### src/hdl/spq_pkg.sv
`default_nettype none
// ----------------------------------------------------------------------------
// spq_pkg
// Shared types and constants for the sorted priority queue cell array.
// ----------------------------------------------------------------------------
package spq_pkg;

   localparam int DEPTH     = 16;
   localparam int ELEM_BITS = 32;
   localparam int PRIO_BITS = 8;
   localparam int CNT_BITS  = $clog2(DEPTH + 1);

   // command codes (tuser of the request channel)
   localparam logic [1:0] CMD_ENQ   = 2'd0;
   localparam logic [1:0] CMD_DEQ   = 2'd1;
   localparam logic [1:0] CMD_QUERY = 2'd2;

   // result status codes
   localparam logic [1:0] ST_OK    = 2'd0;
   localparam logic [1:0] ST_FULL  = 2'd1;
   localparam logic [1:0] ST_EMPTY = 2'd2;

   typedef struct packed {
      logic [ELEM_BITS-1:0] elem;
      logic [PRIO_BITS-1:0] prio;
   } entry_type;

   // broadcast to every cell in the array
   typedef struct packed {
      logic      enq;      // insert new_entry (queue not full)
      logic      deq;      // shift toward head (queue not empty)
      entry_type new_entry;
   } cell_ctl_type;

endpackage
`default_nettype wire

### src/hdl/spq_cell.sv
`default_nettype none
// ----------------------------------------------------------------------------
// spq_cell
// One slot of the sorted array: holds an entry, compares it to the incoming
// priority and moves data toward its left or right neighbor.
// ----------------------------------------------------------------------------
module spq_cell
   import spq_pkg::*;
(
   input  wire logic         clock,
   input  wire cell_ctl_type ctl,
   input  wire logic         occupied,    // slot index below fill count
   input  wire logic         left_after,  // left neighbor yields to new entry
   input  wire entry_type    left_entry,
   input  wire entry_type    right_entry,
   output      logic         after,       // new entry goes at or before here
   output      entry_type    entry_q,
   output      entry_type    entry_next
);

   entry_type entry_ff;
   entry_type entry_in;

   // ties stay ahead of the new entry, so only strictly greater yields
   assign after = !occupied || (entry_ff.prio > ctl.new_entry.prio);

   always_comb begin
      entry_in = entry_ff;
      if (ctl.enq) begin
         if (after) begin
            entry_in = left_after ? left_entry : ctl.new_entry;
         end
      end else if (ctl.deq) begin
         entry_in = right_entry;
      end
   end

   always_ff @(posedge clock) begin
      entry_ff <= entry_in;
   end

   assign entry_q    = entry_ff;
   assign entry_next = entry_in;

endmodule
`default_nettype wire

### src/hdl/sorted_priority_queue_core.sv
`default_nettype none
// ----------------------------------------------------------------------------
// sorted_priority_queue_core
// Bounded min-priority queue, FIFO among equal priorities, built as a row
// of compare-and-shift cells with the head in cell 0.
// ----------------------------------------------------------------------------
// Response: registered; the response beat appears in the cycle after the request beat is accepted.
// Throughput: 1 beat per cycle while the response side keeps rsp_tready high;
//   all cells compare and shift together in the cycle the command is
//   accepted.
// Reset: clears the fill count and the response valid; cell contents are not
//   cleared and are read only below the fill count.
module sorted_priority_queue_core
   import spq_pkg::*;
(
   input  wire logic        clock,
   input  wire logic        reset,

   input  wire logic        req_tvalid,
   output      logic        req_tready,
   input  wire logic [39:0] req_tdata,   // [31:0] elem_value, [39:32] priority_req
   input  wire logic [1:0]  req_tuser,   // [1:0] cmd

   output      logic        rsp_tvalid,
   input  wire logic        rsp_tready,
   output      logic [47:0] rsp_tdata    // [31:0] head_elem, [39:32] head_prio,
                                         // [44:40] count, [45] is_empty,
                                         // [47:46] status
);

   logic                rsp_valid_ff, rsp_valid_in;
   logic [47:0]         rsp_data_ff, rsp_data_in;
   logic [CNT_BITS-1:0] count_ff, count_in;

   logic                accept;
   logic                is_full;
   logic                is_zero;
   logic [1:0]          status;
   cell_ctl_type        ctl;

   entry_type           cell_q    [DEPTH];
   entry_type           cell_next [DEPTH];
   logic                cell_after[DEPTH];

   assign req_tready = !rsp_valid_ff || rsp_tready;
   assign accept     = req_tvalid && req_tready;

   assign is_full = (count_ff == CNT_BITS'(DEPTH));
   assign is_zero = (count_ff == '0);

   always_comb begin
      ctl.enq                 = 1'b0;
      ctl.deq                 = 1'b0;
      ctl.new_entry.elem      = req_tdata[ELEM_BITS-1:0];
      ctl.new_entry.prio      = req_tdata[ELEM_BITS +: PRIO_BITS];
      status                  = ST_OK;
      count_in                = count_ff;
      if (accept) begin
         case (req_tuser)
            CMD_ENQ: begin
               if (is_full) begin
                  status = ST_FULL;
               end else begin
                  ctl.enq  = 1'b1;
                  count_in = count_ff + 1'b1;
               end
            end
            CMD_DEQ: begin
               if (is_zero) begin
                  status = ST_EMPTY;
               end else begin
                  ctl.deq  = 1'b1;
                  count_in = count_ff - 1'b1;
               end
            end
            default: begin
               // query, and the unused code, leave the queue alone
            end
         endcase
      end
   end

   for (genvar i = 0; i < DEPTH; i++) begin : g_cell
      logic      occupied;
      logic      left_after;
      entry_type left_entry;
      entry_type right_entry;

      assign occupied = (CNT_BITS'(i) < count_ff);

      if (i == 0) begin : g_head
         assign left_after = 1'b0;
         assign left_entry = ctl.new_entry;
      end else begin : g_body
         assign left_after = cell_after[i-1];
         assign left_entry = cell_q[i-1];
      end

      if (i == DEPTH - 1) begin : g_tail
         assign right_entry = cell_q[i];
      end else begin : g_mid
         assign right_entry = cell_q[i+1];
      end

      spq_cell u_cell (
         .clock       (clock),
         .ctl         (ctl),
         .occupied    (occupied),
         .left_after  (left_after),
         .left_entry  (left_entry),
         .right_entry (right_entry),
         .after       (cell_after[i]),
         .entry_q     (cell_q[i]),
         .entry_next  (cell_next[i])
      );
   end

   always_comb begin
      rsp_valid_in = rsp_valid_ff && !rsp_tready;
      rsp_data_in  = rsp_data_ff;
      if (accept) begin
         rsp_valid_in = 1'b1;
         if (count_in == '0) begin
            rsp_data_in[31:0]  = '0;
            rsp_data_in[39:32] = '0;
         end else begin
            rsp_data_in[31:0]  = cell_next[0].elem;
            rsp_data_in[39:32] = cell_next[0].prio;
         end
         rsp_data_in[44:40] = 5'(count_in);
         rsp_data_in[45]    = (count_in == '0);
         rsp_data_in[47:46] = status;
      end
   end

   always_ff @(posedge clock) begin
      if (reset) begin
         rsp_valid_ff <= 1'b0;
         count_ff     <= '0;
      end else begin
         rsp_valid_ff <= rsp_valid_in;
         count_ff     <= count_in;
      end
   end

   always_ff @(posedge clock) begin
      rsp_data_ff <= rsp_data_in;
   end

   assign rsp_tvalid = rsp_valid_ff;
   assign rsp_tdata  = rsp_data_ff;

   // ------------------------------------------------------------------------
   a_count_bound: assert property (@(posedge clock) disable iff (reset)
      count_ff <= CNT_BITS'(DEPTH))
      else $error("fill count above depth");

   a_enq_grows: assert property (@(posedge clock) disable iff (reset)
      accept && req_tuser == CMD_ENQ && !is_full |=>
         count_ff == $past(count_ff) + 1'b1)
      else $error("accepted enqueue did not grow the queue");

   a_full_status: assert property (@(posedge clock) disable iff (reset)
      rsp_valid_ff && rsp_data_ff[47:46] == ST_FULL |->
         rsp_data_ff[44:40] == 5'(DEPTH))
      else $error("full status reported on a queue that is not full");

   a_empty_head: assert property (@(posedge clock) disable iff (reset)
      rsp_valid_ff && rsp_data_ff[45] |->
         rsp_data_ff[39:0] == '0 && rsp_data_ff[44:40] == '0)
      else $error("empty beat carries a head or a count");

endmodule
`default_nettype wire

### config.mk
export PLATFORM = sky130hd
export DESIGN_NAME = sorted_priority_queue_core
export DESIGN_NICKNAME = d
export VERILOG_FILES = /design/src/hdl/spq_pkg.sv /design/src/hdl/spq_cell.sv /design/src/hdl/sorted_priority_queue_core.sv
export SDC_FILE = /design/constraint.sdc
export NUM_CORES = 2
export LEC_CHECK = 0
export ABC_AREA = 0
export BUFFER_PORTS_ARGS = -buffer_cell sky130_fd_sc_hd__buf_4
export CORE_ASPECT_RATIO = 1.5
export CORE_MARGIN = 5
export CORE_UTILIZATION = 53
export DETAILED_ROUTE_END_ITERATION = 8
export MAX_ROUTING_LAYER = met4
export PLACE_DENSITY = 0.69
export RECOVER_POWER = 100
export SKIP_CTS_REPAIR_TIMING = 1
export SYNTH_ARGS = -nofsm -noshare
export SYNTH_HDL_FRONTEND = slang
export SYNTH_SLANG_ARGS = --single-unit
### constraint.sdc
create_clock -name clock -period 18.95 [get_ports clock]
set_input_delay 3.79 -clock clock [delete_from_list [all_inputs] [get_ports clock]]
set_output_delay 3.79 -clock clock [all_outputs]
set_load 0.02 [all_outputs]
## Yosys cells after proc, flatten, opt, wreduce, memory -nomap -nowiden

Cells that the tools add are included.
W data, S select, Z words.

- Output and inout port bits: 50
- Input port bits: 46
- Logic and storage cells: 215
- Bits in registers: 694

- $add $sub $neg: 2
- Reductions and logical operators: 56
- Equal/unequal tests: 16
- Magnitude comparators: 32
- Multiplexer cells: 73

Operators by type and width:

| operator | count |
|---|---|
| $mux W40 | 60 |
| $gt A8 B8 Y1 | 16 |
| $lt A4 B5 Y1 const A | 8 |
| $reduce_and A2 Y1 | 15 |
| $ne A2 B1 Y1 const B | 14 |
| $lt A3 B5 Y1 const A | 4 |
| $logic_not A1 Y1 | 18 |
| $logic_or A1 B1 Y1 | 17 |
| $mux W5 | 3 |
| $logic_not A5 Y1 | 2 |
| $lt A1 B5 Y1 const A | 2 |
| $lt A2 B5 Y1 const A | 2 |
| $pmux W5 S2 | 1 |
| $mux W1 | 6 |
| $add A5 B1 Y5 const B | 1 |
| $eq A5 B5 Y1 const B | 1 |
| $sub A5 B1 Y5 const B | 1 |
| $mux W2 | 2 |
| $pmux W2 S2 | 1 |
| $eq A2 B1 Y1 const B | 1 |
| $logic_and A1 B1 Y1 | 2 |
| $logic_not A2 Y1 | 1 |
| $reduce_bool A2 Y1 | 1 |

## Logic depth before layout (Yosys ltp)

- Depth in word-level cells: 6
- Depth in mapped cells: 12
- Depth with buffers taken out: 8

## Hierarchy

A second synthesis with hierarchy kept.

- Cell total of the unflattened synthesis: 4,430
- Area total of the unflattened synthesis: 41,846.4 um^2

Modules (own cells, without submodules):

| module | instances | area an instance (um^2) | seq. area each (um^2) | cells each |
|---|---|---|---|---|
| spq_cell at g_cell[14].u_cell ... | 11 | 2,429.8 | 800.8 | 261 |
| spq_cell at g_cell[0].u_cell ... | 5 | 2,488.6 | 800.8 | 263 |
| sorted_priority_queue_core | 1 | 2,675.1 | 1,561.5 | 244 |

## Least setup slack after synthesis

Ideal clock, no wire load.

- Path kind: in2reg
- From: input rsp_tready
- To: register g_cell[15].u_cell.entry_ff, in the netlist g_cell[15].u_cell.entry_q[0] (enable)
- Stages on the path: 7
- Setup time: 0.452 ns
- Required time: 18.498 ns
- Path slack: 9.330 ns
- Arrival time: 9.168 ns
- Path buffers: 3
- Path through: nor2b_1 > nor2_1 > nand2_1 > buf_2 > buf_2 > clkbuf_1 > o22ai_1

- Longest elaborated chain between the ends: 4

Ends and longest elaborated chain:

| what | line | source |
|---|---|---|
| start, declared | sorted_priority_queue_core.sv:25 | `input wire logic rsp_tready,` |
| $logic_or A1 B1 Y1 | sorted_priority_queue_core.sv:45 | `assign req_tready = !rsp_valid_ff \|\| rsp_tready;` |
| $logic_and A1 B1 Y1 | sorted_priority_queue_core.sv:46 | `assign accept = req_tvalid && req_tready;` |
| named net accept | sorted_priority_queue_core.sv:35 | `logic accept;` |
| $mux W2 | sorted_priority_queue_core.sv:58 | `if (accept) begin` |
| $reduce_and A2 Y1 (no source line) | n/a |  |
| end signal, assigned | spq_cell.sv:39 | `entry_ff <= entry_in;` |
| end, declared | spq_cell.sv:21 | `entry_type entry_ff;` |

The timed path passes the listed nets, and every way through them passes these cells.
A chain may end at the register's enable or synchronous reset.

## Final worst setup path

- From: input rsp_tready
- To: register g_cell[5].u_cell.entry_ff, in the netlist g_cell[5].u_cell.entry_q[25] (enable)

- Longest elaborated chain between the ends: 5
- Elaborated cells on any way between the ends: 6
- Those cells by class: eq/ne: 1; mux: 1; reduce/logical: 4

Ends and longest elaborated chain:

| what | line |
|---|---|
| $logic_or A1 B1 Y1 * | sorted_priority_queue_core.sv:45 |
| $logic_and A1 B1 Y1 * | sorted_priority_queue_core.sv:46 |
| named net accept | sorted_priority_queue_core.sv:35 |
| $mux W2 * | sorted_priority_queue_core.sv:58 |
| $ne A2 B1 Y1 (no source line) / $reduce_bool A2 Y1 (equally long branches) | n/a |
| $reduce_and A2 Y1 (no source line) * | n/a |
| end signal, assigned | spq_cell.sv:39 |
| end, declared | spq_cell.sv:21 |

The timed path passes the listed nets; every way through them passes the cells marked *.

==> flow_summary.ini <==
[drt]
drcViolationCount = 0
drtIter0Drc = 2421
first_pass_iters = 6
antenna_left = 0
vias = 29000
wl_per_cell_microns = 23.0
wl_microns = 103000
viasPerCell = 6.48

[clocking]
clock_latency_ns = 0.63
clk_pin_slew_worst_paths_ns = 0.06
htreeDepth = 3
cts_tree = built
cts_root_buf = clkbuf_16
clock_path_buffers = 3
numCtsBuffers = 71
cts.sinks = 694

[logic_synthesis]
yosys.area.top_type = edfxtp_1
yosys-top-cells-area = edfxtp_1 (51%), mux2i_1 (9.5%), o21ai_0 (7.0%), ha_1 (4.4%), nand2_1 (4.2%)
yosysMostFrequentCell = edfxtp_1
postSynthAreaPerCell_sq_um = 10.4
synth_ff_type = edfxtp_1
synth_edf_count = 648
synth_top_cells_by_count = edfxtp_1 (648), o21ai_0 (526), nand2_1 (428)
yosys.area.top_type_share_pct = 51.4
yosysUniqueCellTypes = 54
ys_seq_area_share_pct = 53.9
synth_async_sr_flop_share_pct = 0
syn_inst = 3631
ys_warn_count = 0
syn_area_sq_um = 37800
syn_nets = 3809
ys_ff_latch = 694

[setup_path]
endpoint_kind = register
crit_type = primary input to register
cp_max_fo = 68
crit_buf_inv = 5
crit_family = buffers and inverters
arrival_ns = 12.94
start_kind = primary input
critPathRequiredTime_ns = 18.96
crit_path_top_delay_cell = clkbuf_1
critPathMaxStageDelay_ns = 2.67
crit_chain = clkbuf_4 > nor2b_1 > nor2_4 > clkbuf_1 > and2_0 > clkbuf_1 > clkbuf_1 > a21oi_4 > clkbuf_1
crit_top_cell = clkbuf_1

[floorplan]
die_h_microns = 337
start_util_pct = 53.2
fp.dieW_microns = 228
ios = 96
die_area_sq_um = 76900
num_rows = 120
coreArea_sq_um = 71200

[final_layout]
fin_nets = 3678
fill_cells = 6259
postLayoutCoreUtil_pct = 57.6
design_area_sq_um = 41000
final_cells = 4469
drive_gt1_share_pct = 7.60
area_growth_pct = 8.39
antenna_cells_inserted = 0

[timing]
hold_viol_final = 0
slew_viol_final = 1167
slew-limit-headroom_pct = -179
finalSetupViolCount = 0
worstMarginPinSlew_ns = 4.18
fmaxAchievable_ghz = 0.0773
fin_crit_sh_pct = 68.3
rsz0062_at_grt = no
clock_skew_ns = 0.0279
min_period_ns = 12.94
setup_tns_ns = 0

[status]
status = finished, violations left
violations = capacitance limit, slew limit

[worst_hold_path]
hp-class = register to register

[flow_run]
cap_violations = 22

[pwr]
peakVddDrop_mv = 0.0760
power_leakage_nw = 15.0
powerDensity_nw_per_um2 = 94.5

[global_routing]
grt_first_pass_wirelength_microns = 162000
grt_usage_pct = 26.6
grt_pass1_vias = 29800
overflow = 0
antenna_found_initial = 0
grt_start_max_net_pins = 267

[placement]
gp_congestion = 0.867
dp_cells = 4342
place_area_sq_um = 39000
dpl.hpwl_microns = 66100
portBuffers = 95
-- metal layers --
metal	GRT usage, %	up-vias	part of all wire, %
met5	-	-	0
met4	10.2	0	3.8
li1	-	13300	-
met3	2.52	263	4.4
met2	48.6	974	54
met1	30.5	14500	38
-- stage by stage --
step | hold slack, ns | total power, mW | worst slack, ns
floorplan | 0.515 | 2.28 | 9.33
global placement | 0.525 | 2.46 | 10.34
CTS | 0.556 | 3.90 | 10.31
finish | 0.552 | 3.88 | 6.01
detailed placement | 0.534 | 2.47 | 10.32
global route | 0.590 | 4.02 | 5.26
-- cell families after synthesis --
kind of cell    synth area share, %
compound gates                 16.8
simple gates                   9.61
flops                          53.9
mux                            10.8
buf+inv                        4.47
fa+ha+maj                      4.37
xor+xnor                     0.0695
-- cell usage in the layout (no fill, tap or decap), types with 39 or more instances in the layout --
cell	n
a211oi_1	41
a21oi_1	273
a31oi_1	161
buf_4	83
clkbuf_1	85
clkbuf_16	75
dfxtp_1	46
edfxtp_1	648
ha_1	132
inv_1	39
mux2_2	44
mux2i_1	360
nand2_1	428
nor2_1	212
nor3_1	85
nor4_1	42
o21ai_0	535
o22ai_1	41
-- cell type report --
| class | count | area [sq um] | area share (%) |
|---|---|---|---|
| flip-flops and latches | 694 | 20400 | 49.7 |
| multi-input cells | 2536 | 16100 | 39.3 |
| clock buffers | 88 | 1940 | 4.72 |
| well taps | 915 | 1140 | 2.79 |
| repair buffers | 158 | 925 | 2.25 |
| clock inverters | 39 | 375 | 0.915 |
| inverters | 39 | 146 | 0.357 |
-- flip-flops by register name (all words and copies together), names as in the netlist --
name                   flops
count_ff                   5
rsp_tvalid                 1
g_cell.u_cell.entry_q    640
rsp_tdata                 48
-- tightest hold or removal path: stages (launching register included) --
cell,delay (ns)
edfxtp_1,0.34
nand2_1,0.06
o21ai_0,0.06
-- power by group --
group          switching, mW  internal [mW]
Combinational          0.383          0.173
Sequential            0.0682           1.81
Clock                  0.617          0.823
-- path summary, 6_finish.rpt --
path,end,start,slack [ns],depth (start not counted)
worst min-delay path,g_cell[12].u_cell.entry_q[31]$_DFFE_PP_,g_cell[13].u_cell.entry_q[31]$_DFFE_PP_,0.55,2
worst max-delay path,g_cell[5].u_cell.entry_q[25]$_DFFE_PP_,rsp_tready,6.01,9
worst min register to register,g_cell[12].u_cell.entry_q[31]$_DFFE_PP_,g_cell[13].u_cell.entry_q[31]$_DFFE_PP_,0.55,2
worst max register to register,g_cell[5].u_cell.entry_q[25]$_DFFE_PP_,rsp_tvalid$_SDFF_PP0_,8.86,8
Power figures use the tool's default switching activity.
